**config.mk**
```make
export PLATFORM = sky130hd
export DESIGN_NAME = button_timing_record_replay_unit
export DESIGN_NICKNAME = d
export VERILOG_FILES = /design/src/btrr_pkg.sv /design/src/btrr_store.sv /design/src/button_timing_record_replay_unit.sv
export SDC_FILE = /design/constraint.sdc
export NUM_CORES = 1
export LEC_CHECK = 0
export BUFFER_PORTS_ARGS = -buffer_cell sky130_fd_sc_hd__buf_4
export CAP_MARGIN = 20
export CORE_ASPECT_RATIO = 1.5
export CORE_MARGIN = 3
export CORE_UTILIZATION = 65
export CTS_CLUSTER_SIZE = 24
export DETAILED_ROUTE_END_ITERATION = 12
export PLACE_DENSITY = 0.83
export SYNTH_ARGS = -nofsm -noshare
export SYNTH_HDL_FRONTEND = slang
export SYNTH_SLANG_ARGS = --single-unit
```
**constraint.sdc**
```tcl
create_clock -name i_clk -period 7.01 [get_ports i_clk]
set_input_delay 0 -clock i_clk [delete_from_list [all_inputs] [get_ports i_clk]]
set_output_delay 0 -clock i_clk [all_outputs]
set_load 0.005 [all_outputs]
```
**src/btrr_pkg.sv**
```systemverilog
// Shared constants and types for the button timing record/replay unit.
package btrr_pkg;

    // Default number of stored gap entries
    localparam int SLOTS_DEFAULT = 8;

    // Gap counter and stored gap width
    localparam int GAP_W = 16;

    // Timeout limit after reset
    localparam logic [GAP_W-1:0] MAX_GAP_RESET = 16'h0FFF;

    // One stored entry: gap length and toggle mark
    typedef struct packed {
        logic             toggle;
        logic [GAP_W-1:0] gap;
    } t_entry;

endpackage

```
**src/btrr_store.sv**
```systemverilog
// Gap/toggle entry store: one write port, one registered read port with write forwarding.
module btrr_store #(
    parameter int SLOTS = btrr_pkg::SLOTS_DEFAULT,
    parameter int AW    = (SLOTS > 1) ? $clog2(SLOTS) : 1
) (
    input  logic             i_clk,
    input  logic             i_we,
    input  logic [AW-1:0]    i_waddr,
    input  btrr_pkg::t_entry i_wdata,
    input  logic [AW-1:0]    i_raddr,
    output btrr_pkg::t_entry o_rdata
);

    btrr_pkg::t_entry r_mem [SLOTS];
    btrr_pkg::t_entry r_rdata;

    // Write port
    always_ff @(posedge i_clk) begin
        if (i_we) begin
            r_mem[i_waddr] <= i_wdata;
        end
    end

    // Read port; a same-cycle write to the read address is forwarded
    always_ff @(posedge i_clk) begin
        if (i_we && (i_waddr == i_raddr)) begin
            r_rdata <= i_wdata;
        end else begin
            r_rdata <= r_mem[i_raddr];
        end
    end

    assign o_rdata = r_rdata;

endmodule

```
**src/button_timing_record_replay_unit.sv**
```systemverilog
// A result is registered in the output stage when its tick request is accepted.
// One tick per cycle while the skid entry is free; the store is read one entry ahead
// of the playback pointer, so its registered read port keeps pace with back-to-back ticks.
// A two-entry output stage lets a tick be taken while a result waits downstream.
// Reset (synchronous, active low): record mode, pointer, gap counter, last level and
// LED cleared, limit set to 0x0FFF; store contents stay undefined until recorded.
module button_timing_record_replay_unit #(
    parameter int SLOTS = btrr_pkg::SLOTS_DEFAULT
) (
    input  logic                       i_clk,
    input  logic                       i_rst_n,
    // configuration write
    input  logic                       i_cfg_valid,
    output logic                       o_cfg_ready,
    input  logic [btrr_pkg::GAP_W-1:0] i_cfg_data,
    // tick input
    input  logic                       i_in_valid,
    output logic                       o_in_ready,
    input  logic                       i_button_level,
    // result output
    output logic                       o_out_valid,
    input  logic                       i_out_ready,
    output logic                       o_red_led,
    output logic                       o_recording
);

    localparam int PW = $clog2(SLOTS + 1);
    localparam int AW = (SLOTS > 1) ? $clog2(SLOTS) : 1;
    localparam int GW = btrr_pkg::GAP_W;

    // Control and counter state
    logic [GW-1:0] r_max_gap;
    logic          r_play,  n_play;
    logic [PW-1:0] r_ptr,   n_ptr;
    logic [GW-1:0] r_gap,   n_gap;
    logic          r_prev,  n_prev;
    logic          r_red,   n_red;
    logic          r_cur_tog, n_cur_tog;
    logic          r_rd_beyond, n_rd_beyond;

    // Output stage
    logic r_out_valid, r_skid_valid;
    logic r_out_red, r_out_rec, r_skid_red, r_skid_rec;

    // Store interface
    logic             mem_we;
    logic [AW-1:0]    mem_waddr;
    btrr_pkg::t_entry mem_wdata;
    logic [AW-1:0]    mem_raddr;
    btrr_pkg::t_entry mem_rdata;

    logic          push, pop;
    logic          chg, full, at_limit;
    logic [PW:0]   next_idx;
    btrr_pkg::t_entry ahead;

    btrr_store #(
        .SLOTS (SLOTS),
        .AW    (AW)
    ) u_store (
        .i_clk   (i_clk),
        .i_we    (mem_we),
        .i_waddr (mem_waddr),
        .i_wdata (mem_wdata),
        .i_raddr (mem_raddr),
        .o_rdata (mem_rdata)
    );

    assign o_cfg_ready = 1'b1;
    assign o_in_ready  = !r_skid_valid;
    assign push        = i_in_valid && o_in_ready;
    assign pop         = r_out_valid && i_out_ready;

    assign chg      = i_button_level != r_prev;
    assign full     = r_ptr == PW'(SLOTS);
    assign at_limit = r_gap == r_max_gap;
    // entry after the current one; reads past the last slot see zero
    assign ahead    = r_rd_beyond ? '0 : mem_rdata;

    // Tick update
    always_comb begin
        n_play    = r_play;
        n_ptr     = r_ptr;
        n_gap     = r_gap;
        n_prev    = r_prev;
        n_red     = r_red;
        n_cur_tog = r_cur_tog;
        mem_we    = 1'b0;
        mem_waddr = r_ptr[AW-1:0];
        mem_wdata = '{toggle: chg, gap: r_gap};
        if (push) begin
            n_prev = i_button_level;
            if (!r_play) begin
                if ((chg && !at_limit) || (!chg && at_limit)) begin
                    if (!full) begin
                        // record an entry, toggle mark on a level change
                        mem_we = 1'b1;
                        n_red  = r_red ^ chg;
                        n_gap  = '0;
                        n_ptr  = r_ptr + PW'(1);
                    end else begin
                        // store full: start playback from slot 0
                        n_play    = 1'b1;
                        n_ptr     = '0;
                        n_gap     = ahead.gap;
                        n_cur_tog = ahead.toggle;
                    end
                end else if (!chg) begin
                    n_gap = r_gap + GW'(1);
                end
            end else begin
                if (r_gap != '0) begin
                    n_gap = r_gap - GW'(1);
                end else if (!full) begin
                    n_red     = r_red ^ r_cur_tog;
                    n_ptr     = r_ptr + PW'(1);
                    n_gap     = ahead.gap;
                    n_cur_tog = ahead.toggle;
                end else begin
                    n_play = 1'b0;
                    n_ptr  = '0;
                end
            end
        end
    end

    // Read-ahead address: slot 0 while recording, next slot while playing
    always_comb begin
        next_idx    = {1'b0, n_ptr} + (PW+1)'(1);
        n_rd_beyond = 1'b0;
        mem_raddr   = '0;
        if (n_play) begin
            if (next_idx >= (PW+1)'(SLOTS)) begin
                n_rd_beyond = 1'b1;
            end else begin
                mem_raddr = next_idx[AW-1:0];
            end
        end
    end

    // State registers
    always_ff @(posedge i_clk) begin
        if (!i_rst_n) begin
            r_max_gap   <= btrr_pkg::MAX_GAP_RESET;
            r_play      <= 1'b0;
            r_ptr       <= '0;
            r_gap       <= '0;
            r_prev      <= 1'b0;
            r_red       <= 1'b0;
            r_rd_beyond <= 1'b0;
        end else begin
            if (i_cfg_valid && o_cfg_ready) begin
                r_max_gap <= i_cfg_data;
            end
            r_play      <= n_play;
            r_ptr       <= n_ptr;
            r_gap       <= n_gap;
            r_prev      <= n_prev;
            r_red       <= n_red;
            r_rd_beyond <= n_rd_beyond;
        end
    end

    always_ff @(posedge i_clk) begin
        r_cur_tog <= n_cur_tog;
    end

    // Output register plus skid entry
    always_ff @(posedge i_clk) begin
        if (!i_rst_n) begin
            r_out_valid  <= 1'b0;
            r_skid_valid <= 1'b0;
        end else if (!r_out_valid || pop) begin
            if (r_skid_valid) begin
                r_out_valid  <= 1'b1;
                r_skid_valid <= 1'b0;
            end else begin
                r_out_valid <= push;
            end
        end else if (push) begin
            r_skid_valid <= 1'b1;
        end
    end

    always_ff @(posedge i_clk) begin
        if (!r_out_valid || pop) begin
            if (r_skid_valid) begin
                r_out_red <= r_skid_red;
                r_out_rec <= r_skid_rec;
            end else begin
                r_out_red <= n_red;
                r_out_rec <= !n_play;
            end
        end else if (push) begin
            r_skid_red <= n_red;
            r_skid_rec <= !n_play;
        end
    end

    assign o_out_valid = r_out_valid;
    assign o_red_led   = r_out_red;
    assign o_recording = r_out_rec;

    // Checks
    a_ptr_range: assert property (@(posedge i_clk) disable iff (!i_rst_n)
        r_ptr <= PW'(SLOTS))
        else $error("slot pointer beyond store depth");

    a_write_in_record: assert property (@(posedge i_clk) disable iff (!i_rst_n)
        mem_we |-> (!r_play && !full))
        else $error("store written during playback or when full");

    a_skid_order: assert property (@(posedge i_clk) disable iff (!i_rst_n)
        r_skid_valid |-> r_out_valid)
        else $error("skid entry held with empty output register");

    a_skid_fill: assert property (@(posedge i_clk) disable iff (!i_rst_n)
        $rose(r_skid_valid) |-> $past(r_out_valid && !i_out_ready))
        else $error("skid filled while output was free");

    a_no_state_change_idle: assert property (@(posedge i_clk) disable iff (!i_rst_n)
        !push |=> ($stable(r_ptr) && $stable(r_play)))
        else $error("state changed without a tick");

endmodule
```
==> Yosys cells after proc, flatten, opt, wreduce, memory -nomap -nowiden <==
Memories as Yosys holds them, arrays and structs flattened. A register that Yosys moved wholly into a read port is not among the register bits.
Cells that the tools add are included.
{ "word_totals": {"wordCells": 90, "mem_bits_rw": 136, "in_bits": 22, "regBits": 47, "n_memories": 1} }
{ "memory_table": {"columns": ["memory", "depth", "word_bits", "rd", "rd_ports_with_merged_regs", "wr", "line", "text"], "rows": [
  ["u_store.r_mem", 8, 17, 1, 1, 1, "btrr_store.sv:14", "btrr_pkg::t_entry r_mem [SLOTS];"]
]} }
{ "op_classes": {"n_reduce_logical": 19, "mux": 40, "n_lt_le_gt_ge": 1, "eq_ne": 7, "n_bitwise": 4, "addsub": 4} }
{ "ops": {"columns": ["cell", "count"], "rows": [
  ["2-to-1 mux 16 bit", 6],
  ["2-to-1 mux 1 bit", 26],
  ["2-to-1 mux 4 bit", 5],
  ["2-to-1 mux 17 bit", 1],
  ["adder 16 x 1 -> 16 bit, second input constant", 1],
  ["== test 16 bit", 1],
  ["nonzero test 16 bit", 1],
  ["subtractor 16 x 1 -> 16 bit, second input constant", 1],
  ["2-to-1 mux 3 bit", 2],
  ["!= test 3 x 2 -> 1 bit, second input constant", 2],
  ["adder 4 x 1 -> 5 bit, second input constant", 1],
  ["greater-or-equal comparator 5 x 4 -> 1 bit, second input constant", 1],
  ["zero test 1 bit", 5],
  ["AND reduction 5 bit", 1],
  ["adder 4 x 1 -> 4 bit, second input constant", 1],
  ["== test 4 bit, second input constant", 1],
  ["logical AND 1 bit", 4],
  ["!= test 2 bit, second input constant", 2],
  ["AND reduction 2 bit", 2],
  ["nonzero test 2 bit", 2],
  ["AND reduction 3 bit", 1],
  ["logical OR 1 bit", 2],
  ["inverter 1 bit", 2],
  ["OR reduction 2 bit", 1],
  ["other kinds (2)", 3]
]} }

==> Depth between registers and ports, before layout <==
Gate-level depths: netlist of run 1.
{ "logic_depth": {"depth_word": 11, "ltp_mapped": 12} }

==> Cells and area by module <==
A second synthesis of run 1 with hierarchy kept.
{ "hier_totals": {"cells_unflattened": 614, "hier_area_um2": 8612.0} }
{ "by_module_without_submodules": {"columns": ["mod", "cells_each", "n_inst", "area_per_inst_um2"], "rows": [
  ["btrr_store", 213, 1, 5318.9],
  ["button_timing_record_replay_unit", 401, 1, 3293.2]
]} }

==> Worst setup path after synthesis of run 1 <==
Ideal clock, no wire load.
{ "synth_path": {"path_kind": "register -> register", "start": "register r_gap[10]", "end": "memory u_store.r_mem[2][0] (netlist name) (enable)", "arrival_time_ns": 3.800, "required_ns": 6.575, "slack_ns": 2.775, "setup_time_ns": 0.435, "stages_incl_launch_ff": 11, "path_buffers": 3, "cell_sequence": "dfxtp_1 clkbuf_1 xnor2_1 nand4_1 nor4_1 xnor2_1 buf_2 clkbuf_1 nor2_1 nand3_1 nor4_1"} }
{ "synth_via": {"elab_chain_len": 9} }
{ "synth_rtl": {"columns": ["item", "line", "text"], "rows": [
  ["from (decl)", "button_timing_record_replay_unit.sv:35", "logic [GW-1:0] r_gap, n_gap;"],
  ["from (signal assigned)", "button_timing_record_replay_unit.sv:157", "r_gap <= n_gap;"],
  ["== test 16 bit (*)", "button_timing_record_replay_unit.sv:76", "assign at_limit = r_gap == r_max_gap;"],
  ["zero test 1 bit", "button_timing_record_replay_unit.sv:94", "if ((chg && !at_limit) || (!chg && at_limit)) begin"],
  ["logical AND 1 bit", "button_timing_record_replay_unit.sv:94", null],
  ["logical OR 1 bit (*)", "button_timing_record_replay_unit.sv:94", null],
  ["2-to-1 mux 1 bit (*)", "button_timing_record_replay_unit.sv:94", null],
  ["2-to-1 mux 1 bit (*)", "button_timing_record_replay_unit.sv:93", "if (!r_play) begin"],
  ["2-to-1 mux 1 bit (*)", "button_timing_record_replay_unit.sv:91", "if (push) begin"],
  ["2-to-1 mux 1 bit (*)", "btrr_store.sv:19", "if (i_we) begin"],
  ["2-to-1 mux 1 bit (not written as such) (*)", "btrr_store.sv:20", "r_mem[i_waddr] <= i_wdata;"],
  ["to (decl)", "btrr_store.sv:14", null]
]} }
Every way passes the cells marked *; elsewhere a longest branch is shown, timed or not.

==> Worst setup path after layout of run 1 <==
{ "layout_path": {"start": "register r_gap[1]", "end": "register r_rd_beyond"} }
{ "layout_via": {"elab_chain_len": 10} }
{ "layout_rtl": {"columns": ["item", "line", "text"], "rows": [
  ["== test 16 bit", "button_timing_record_replay_unit.sv:76", null],
  ["zero test 1 bit", "button_timing_record_replay_unit.sv:94", null],
  ["logical AND 1 bit", "button_timing_record_replay_unit.sv:94", null],
  ["logical OR 1 bit", "button_timing_record_replay_unit.sv:94", null],
  ["2-to-1 mux 4 bit", "button_timing_record_replay_unit.sv:94", null],
  ["2-to-1 mux 4 bit", "button_timing_record_replay_unit.sv:93", null],
  ["2-to-1 mux 4 bit", "button_timing_record_replay_unit.sv:91", null],
  ["adder 4 x 1 -> 5 bit", "button_timing_record_replay_unit.sv:129", "next_idx = {1'b0, n_ptr} + (PW+1)'(1);"],
  ["greater-or-equal comparator 5 x 4 -> 1 bit", "button_timing_record_replay_unit.sv:133", "if (next_idx >= (PW+1)'(SLOTS)) begin"],
  ["2-to-1 mux 1 bit", "button_timing_record_replay_unit.sv:133", null],
  ["to (signal assigned)", "button_timing_record_replay_unit.sv:160", "r_rd_beyond <= n_rd_beyond;"],
  ["to (decl)", "button_timing_record_replay_unit.sv:39", "logic r_rd_beyond, n_rd_beyond;"]
]} }
Parallel ways exist; a longest one is shown, timed or not.
A chain may end at the register's enable or synchronous reset.

==> parameters.txt, run 1 <==
Parameter                              Value

Status
  Status ... finished, final reports clean

Timing
  Unrepaired setup endpoints after global routing ... no
  Setup TNS after final layout ... 0 ns
  Post-route fraction of the period consumed by the critical path ... 0.6161
  Number of hold violations in the final report ... 0
  Maximum clock frequency ... roughly 0.23 GHz
  Worst slew margin ... 0.3172
  Clock skew ... between 0.01 and 0.015 ns
  Worst hold margin ... between 0.04 and 0.05 ns
  Transition time at the pin with the least slew margin ... between 1 and 1.5 ns
  Max-slew violation count ... 0
  Post-layout minimum cycle time ... about 4.3 ns
  Final setup violating endpoints ... 0

Logic synthesis
  Syn Nets ... between 600 and 700
  Post-synthesis area per instance ... 13.30 um^2
  Sequential area share after synthesis ... 0.6060
  Total standard cell area after synthesis ... ~8500 um^2
  Post-synth EDFFs ... ~140
  Count of mapped cells out of synthesis ... 637
  Asr flop ratio synth ... 0
  Synth Flop Type ... sky130_fd_sc_hd__edfxtp_1
  Count of state elements after synthesis ... between 150 and 200
  Synth warn ... 0
  Count of distinct cell types in the synthesized netlist ... 56

Die
  Die Outline Area ... around 14,000 um^2
  Core Footprint ... ~13,000 um^2
  Die outline height ... 145.8 um
  Effective utilization at floorplan ... 0.6705
  Number of placement rows ... 50
  # IOs ... 27
  Die width ... ~99 um

Power
  Sw power ... 568.4 uW
  Part of the total power dissipated in combinational logic ... 0.079
  Fraction of power spent switching nets ... 0.2452
  Static leakage ... ~3.4 nW
  Worst ir drop on vdd ... between 0.2 and 0.3 mV
  Pwr per Cell Area ... around 240 nW/um^2
  Clock share of power ... 0.390
  Sequential fraction of design power ... 0.531
  Internal power ... 1.749 mW

Worst hold path
  WHS Path Cells ... 2
  Startpoint of the tightest hold check path ... i_rst_n
  Worst min-delay path endpoint ... r_gap[3]
  Min-Delay Path Class ... input pin to flop

Critical path
  Type of the setup path with the least slack ... flop to flop
  Reg-to-reg setup timing slack ... 2.69 ns
  Series of cell instances along the critical path ... xnor2_1 > nand4_1 > nor4_1 > xnor2_2 > o31ai_1 > o21ai_0 > ha_1 > or4_1 > and3_1
  Critical path data arrival time ... between 4 and 5 ns
  Max stage delay cell, worst path ... sky130_fd_sc_hd__nor4_1
  R2R Path Start ... r_gap[1]
  Critical path data required time ... 7.34 ns
  Reg2reg end ... r_rd_beyond
  Kind of start point of the critical path ... flop
  Sort of element at the end of the critical path ... flop
  Worst path buffer plus inverter count ... 0
  Worst reg2reg path depth ... 9
  Kind of cell adding the most delay to the critical path ... simple AND/OR/NAND/NOR gates
  Largest stage delay on the critical path ... between 0.8 and 0.9 ns
  CP Max Fanout ... 16

GRT
  Global route overflow ... 0
  Pin count of the biggest net entering global routing ... 42
  Initial antenna violation count ... 0
  Vias in the first global route ... between 6k and 7k
  Wire length of the first global-routing pass ... between 30 and 40 mm
  GR Util All Layers ... 0.3270

Routing
  Number of violations reported at the end of detailed-routing iteration 0 ... a little under 900
  DRC violation count after routing ... 0
  Detail Route Antenna Nets ... 0
  Final WL ... 22.35 mm
  Number of search-and-repair iterations in the first detailed-routing pass ... 6
  Number of vias per cell after detailed routing ... 6.888
  Drt wl/cell ... 25.99 um
  Detailed-route via count ... just under 6k

Layout
  Share of the core filled with cells in the final layout ... 0.7729
  N_diodes ... 0
  Area of all placed cells without fillers ... roughly 10000 um^2
  Nets ... 719
  Layout cells sized above 1 ... 0.1776
  Filler instances ... between 600 and 700
  Most frequent cells in the layout ... 141 x sky130_fd_sc_hd__edfxtp_1, 71 x sky130_fd_sc_hd__nand2_1, 44 x sky130_fd_sc_hd__dfxtp_1, 44 x sky130_fd_sc_hd__dlygate4sd3_1, 41 x sky130_fd_sc_hd__nor2_1
  Most common library cell in the layout ignoring fill and taps ... sky130_fd_sc_hd__edfxtp_1
  Layout overhead on the synthesized area ... 15.27%

Placement
  Total of buffers placed on input and output ports ... 25
  Placed wire-length estimate ... 12.57 mm
  RD Place Congestion ... a little over 0.9
  Post-place instance area ... slightly below 9000 um^2

Clock network
  Clk Latency, worst-skew pair ... about 0.44 ns
  Num Clock Sinks ... ~190
  Postcts setup bufs ... 0
  CTS resizes ... 0
  Clock Root Buffer ... sky130_fd_sc_hd__clkbuf_16
  TritonCTS clock tree ... yes
  Number of H-tree levels ... 4
  Clock buffer count from CTS ... 17
  CTS clock-pin slew for the worst setup and hold paths ... 0.08 ns
  Buffers from clock root to sink, at most ... 2

Job
  Maxcap violations ... 0
[cells in the mapped netlist, types with 7 or more instances]
master	count	area share
sky130_fd_sc_hd__or2_2	7	0.0052
sky130_fd_sc_hd__o21ai_0	22	0.013
sky130_fd_sc_hd__buf_2	11	0.0065
sky130_fd_sc_hd__clkbuf_1	28	0.012
sky130_fd_sc_hd__a21boi_0	9	0.0080
sky130_fd_sc_hd__o211ai_1	12	0.011
sky130_fd_sc_hd__edfxtp_1	141	0.50
sky130_fd_sc_hd__nor2b_1	7	0.0052
sky130_fd_sc_hd__dfxtp_1	45	0.11
sky130_fd_sc_hd__a21oi_1	10	0.0059
sky130_fd_sc_hd__nand4_1	8	0.0059
sky130_fd_sc_hd__inv_1	7	0.0031
sky130_fd_sc_hd__buf_1	7	0.0031
sky130_fd_sc_hd__nor2_1	41	0.018
sky130_fd_sc_hd__xnor2_1	29	0.030
sky130_fd_sc_hd__mux2i_1	36	0.043
sky130_fd_sc_hd__nand2_1	71	0.031
sky130_fd_sc_hd__xor2_1	10	0.010
sky130_fd_sc_hd__nand3_1	18	0.011
sky130_fd_sc_hd__mux4_2	34	0.090
sky130_fd_sc_hd__nor3_1	9	0.0053
[worst max path at each step]
stage                     startpoint                  end  slack (ns)  cells past startpoint
after floorplan            r_gap[10]  u_store.r_mem[2][0]        2.77                     10
after CTS                   r_gap[1]          r_rd_beyond        3.08                      9
after global placement      r_gap[6]          r_rd_beyond        3.32                      9
final                       r_gap[1]          r_rd_beyond        2.69                      9
after detailed placement    r_gap[2]          r_rd_beyond        3.16                      9
after global routing        r_gap[2]          r_rd_beyond        2.56                      9
[through the flow]
step / setup WS (ns) / std cells / power (mW)
finish: 2.691 / 860 / 2.318
global route: 2.558 / 860 / 2.371
CTS: 3.084 / 859 / 2.299
detailed placement: 3.159 / 783 / 1.398
global placement: 3.321 / 783 / 1.391
floorplan: 2.775 / 637 / 1.349
[flip-flops by register name (all words and copies together), names as in the netlist, 4 cells and up, named ones only]
signal / cells
r_max_gap: 16
r_gap: 16
r_ptr: 4
u_store.r_mem: 136
[metal layers]
| metal | wire (um) | global-route usage | up-vias |
|---|---|---|---|
| li1 | - | - | 2480 |
| met1 | 7420 | 0.3981 | 2847 |
| met2 | 11650 | 0.5478 | 500 |
| met3 | 2182 | 0.07674 | 97 |
| met4 | 1096 | 0.1552 | 0 |
| met5 | 0 | 0 | - |
[worst reg2reg max path, cell delays in order (launching register included)]
cell and delay, ns:
sky130_fd_sc_hd__dfxtp_1 0.72, sky130_fd_sc_hd__xnor2_1 0.25, sky130_fd_sc_hd__nand4_1 0.16, sky130_fd_sc_hd__nor4_1 0.83, sky130_fd_sc_hd__xnor2_2 0.20, sky130_fd_sc_hd__o31ai_1 0.60
sky130_fd_sc_hd__o21ai_0 0.34, sky130_fd_sc_hd__ha_1 0.35, sky130_fd_sc_hd__or4_1 0.60, sky130_fd_sc_hd__and3_1 0.18
[layout make-up]
cell class | instances | area (um^2) | share of cell area
flip-flops and latches | 186 | 5136 | 0.5259
repair buffers | 84 | 740.7 | 0.07584
well taps | 156 | 195.2 | 0.01998
inverters | 7 | 26.28 | 0.002690
clock inverters | 13 | 116.4 | 0.01191
multi-input cells | 395 | 3119 | 0.3194
clock buffers | 19 | 432.9 | 0.04432
[what timing repair did]
action / 4_1_cts / 5_1_grt
setup endpoints to repair: 0 / 0
hold endpoints to repair: 21 / 0
hold buffers: 44 / 0
[power by group through the flow]
| stage | Combinational [mW] | Clock [mW] | Sequential [mW] |
|---|---|---|---|
| finish | 0.182 | 0.904 | 1.23 |
| global route | 0.194 | 0.945 | 1.23 |
| CTS | 0.170 | 0.901 | 1.23 |
| detailed placement | 0.146 | 0 | 1.25 |
| global placement | 0.141 | 0 | 1.25 |
| floorplan | 0.112 | 0 | 1.24 |
[kinds of logic (layout without fill, tap and decap cells)]
| kind of cell | count (synthesis) | in the layout | share of synthesized area |
|---|---|---|---|
| flip-flops | 186 | 186 | 0.6060 |
| AND/OR/NAND/NOR | 191 | 191 | 0.1087 |
| other | 1 | 1 | 0.0004426 |
| XOR/XNOR | 39 | 39 | 0.04031 |
| AO/OA/AOI/OAI | 85 | 85 | 0.07059 |
| buffers and inverters | 56 | 123 | 0.02820 |
| multiplexers | 73 | 73 | 0.1369 |
| adder cells (fa/ha/maj) | 6 | 6 | 0.008860 |
No activity file was read; power rests on OpenSTA's default activity.
==> run 2, diff against run 1 <==
--- a/config.mk
+++ b/config.mk
@@ -9,10 +9,10 @@
 export CAP_MARGIN = 20
 export CORE_ASPECT_RATIO = 1.5
 export CORE_MARGIN = 3
-export CORE_UTILIZATION = 65
+export CORE_UTILIZATION = 56
 export CTS_CLUSTER_SIZE = 24
 export DETAILED_ROUTE_END_ITERATION = 12
-export PLACE_DENSITY = 0.83
+export PLACE_DENSITY = 0.76
 export SYNTH_ARGS = -nofsm -noshare
 export SYNTH_HDL_FRONTEND = slang
 export SYNTH_SLANG_ARGS = --single-unit
==> constraint.sdc (replaced) <==
create_clock -name i_clk -period 3.5 [get_ports i_clk]
set_input_delay 0 -clock i_clk [delete_from_list [all_inputs] [get_ports i_clk]]
set_output_delay 0 -clock i_clk [all_outputs]
set_load 0.005 [all_outputs]
==> parameters.txt, run 2 (same netlist as run 1, synthesis figures left out) <==
Parameter                              Value

Status
  Status ... finished, final reports clean

Routing
  Top Layer Used ... met4
  Met1 layer wirelength in the final routing ... just under 8 mm
  Number of search-and-repair iterations in the first detailed-routing pass ... 5
  DRC violation count after routing ... 0
  Detail Route Antenna Nets ... 0
  Number of violations reported at the end of detailed-routing iteration 0 ... 605
  Final WL ... 19.24 mm
  Drt wl/cell ... about 21 um
  Number of vias per cell after detailed routing ... roughly 6.1
  Met2 wire length ... between 9 and 10 mm
  Metal3 WL ... approximately 980 um
  Detailed-route via count ... ~5.6k

Placement
  Total instance count after detailed placement ... 848
  Setup slack after placement ... -0.01983 ns
  Placed wire-length estimate ... about 13 mm
  Total of buffers placed on input and output ports ... 25
  RD Place Congestion ... approximately 0.95
  Post-place instance area ... between 9000 and 10,000 um^2

Timing
  Unrepaired setup endpoints after global routing ... no
  Transition time at the pin with the least slew margin ... roughly 0.89 ns
  Maximum clock frequency ... roughly 0.30 GHz
  Post-layout minimum cycle time ... about 3.3 ns
  Post-route fraction of the period consumed by the critical path ... 0.9428
  Clock skew ... approximately 0.0087 ns
  Number of hold violations in the final report ... 0
  Max-slew violation count ... 0
  Worst hold margin ... between 0.02 and 0.03 ns
  Setup TNS after final layout ... 0 ns
  PnR worst setup slack ... approximately 0.2 ns
  Final setup violating endpoints ... 0
  Worst slew margin ... 0.4045

Critical path
  CP Max Fanout ... 15
  Kind of start point of the critical path ... flop
  Critical path data arrival time ... roughly 3.6 ns
  Type of the setup path with the least slack ... flop to flop
  Critical path data required time ... 3.81 ns
  R2R Path Start ... r_gap[0]
  Sort of element at the end of the critical path ... flop
  Worst reg2reg path depth ... 11
  Reg-to-reg setup timing slack ... around 0.20 ns
  CP Launch Point ... r_gap[0]
  Reg2reg end ... r_rd_beyond

Die
  Effective utilization at floorplan ... 0.5779
  Die width ... ~110 um
  Die Outline Area ... between 15,000 and 20,000 um^2
  Number of placement rows ... 54
  Core Footprint ... around 15,000 um^2
  # IOs ... 27
  Die outline height ... about 160 um

Layout
  N_diodes ... 0
  Multi-input logic area ... roughly 3100 um^2
  Largest register FFs ... 136
  Layout overhead on the synthesized area ... 18.30%
  Share of the core filled with cells in the final layout ... 0.6836
  Most common library cell in the layout ignoring fill and taps ... sky130_fd_sc_hd__edfxtp_1
  Largest regs ... u_store.r_mem x136, r_gap x16, r_max_gap x16
  Filler instances ... about 970
  Post-route insts no fill ... approximately 910
  Most frequent cells in the layout ... 141 x sky130_fd_sc_hd__edfxtp_1, 71 x sky130_fd_sc_hd__nand2_1, 60 x sky130_fd_sc_hd__buf_4
  Layout cells sized above 1 ... 0.2140
  Area of all placed cells without fillers ... between 10,000 and 15,000 um^2
  Sequential cell area in the final layout ... just over 5000 um^2
  Nets ... 730
  Top reg by flops ... u_store.r_mem

Power
  Pwr per Cell Area ... between 400 and 500 nW/um^2
  Post-layout power ... between 4 and 5 mW
  Static leakage ... 3.511 nW
  Worst ir drop on vdd ... between 0.3 and 0.4 mV

GRT
  Vias in the first global route ... ~5.7k
  Pin count of the biggest net entering global routing ... between 40 and 50
  Initial antenna violation count ... 0
  Global route overflow ... 0
  GR Util All Layers ... 0.2444
  Wire length of the first global-routing pass ... a little over 30 mm

Clock network
  Num Clock Sinks ... roughly 190
  Clk Latency, worst-skew pair ... about 0.42 ns
  TritonCTS clock tree ... yes
  Clock Root Buffer ... sky130_fd_sc_hd__clkbuf_16
  Clock buffer count from CTS ... 17
  Number of H-tree levels ... 4
  CTS clock-pin slew for the worst setup and hold paths ... about 0.070 ns
  Buffers from clock root to sink, at most ... 2

Worst hold path
  Worst min-delay path endpoint ... r_gap[15]
  Startpoint of the tightest hold check path ... i_rst_n
  WHS Path Cells ... 2
  Min-Delay Path Class ... input pin to flop

Job
  Maxcap violations ... 0
[run 2: cell count changes in the layout (fill, tap and decap cells not counted), moves of 2 or more]
cell and delta:
sky130_fd_sc_hd__inv_8 -2, sky130_fd_sc_hd__nor4_4 +2, sky130_fd_sc_hd__nor4_2 -2, sky130_fd_sc_hd__inv_6 +3, sky130_fd_sc_hd__dlygate4sd3_1 -13, sky130_fd_sc_hd__clkinvlp_4 -2
sky130_fd_sc_hd__buf_12 +4, sky130_fd_sc_hd__bufinv_16 +3, sky130_fd_sc_hd__buf_4 +20, sky130_fd_sc_hd__clkbuf_1 -2
[run 2: cell type report]
cell class | instances | share of cell area
Clock buffer | 17 | 0.04244
Inverter | 7 | 0.002621
Clock inverter | 15 | 0.02060
Tap cell | 196 | 0.02447
Multi-Input combinational cell | 395 | 0.3134
Timing Repair Buffer | 95 | 0.08388
Sequential cell | 186 | 0.5125
[run 2: repair_timing]
item,4_1_cts,5_1_grt
cloned,0,0
endpoints found under the setup margin,1,3
gates resized for setup,1,1
endpoints found under the hold margin,19,0
setup buffers,0,0
pin swaps,0,0
hold buffers,31,0
[run 2: worst max path at each step]
stage                     endpoint  slack, ns  depth (start not counted)
2_1_floorplan  u_store.r_mem[3][0]       0.16                         10
3_3_place_gp           r_rd_beyond       0.24                         10
3_5_place_dp           r_rd_beyond      -0.02                         10
4_1_cts                r_rd_beyond       0.06                         10
5_1_grt                r_rd_beyond       0.02                         10
6_report               r_rd_beyond       0.20                         11
[run 2: routing by layer]
layer  vias to the layer above  GRT usage
li1                       2514          -
met1                      2762     0.3164
met2                       234     0.4237
met3                        49    0.03467
met4                         0    0.08775
met5                         -          0
[run 2: power by group]
part | internal, mW | switching (mW)
Clock | 1.15 | 0.879
Sequential | 2.41 | 0.0283
Combinational | 0.172 | 0.207
Total | 3.73 | 1.11
[run 2: worst max-delay path, stage by stage (launching register included)]
cell and delay (ns):
sky130_fd_sc_hd__dfxtp_1 0.31, sky130_fd_sc_hd__inv_1 0.07, sky130_fd_sc_hd__ha_1 0.18, sky130_fd_sc_hd__or3b_1 0.41, sky130_fd_sc_hd__or4_4 0.61, sky130_fd_sc_hd__nor2_8 0.13, sky130_fd_sc_hd__buf_4 0.23, sky130_fd_sc_hd__nand2_4 0.09
sky130_fd_sc_hd__o21a_1 0.19, sky130_fd_sc_hd__o211a_4 0.29, sky130_fd_sc_hd__or4_1 0.53, sky130_fd_sc_hd__and3_1 0.17
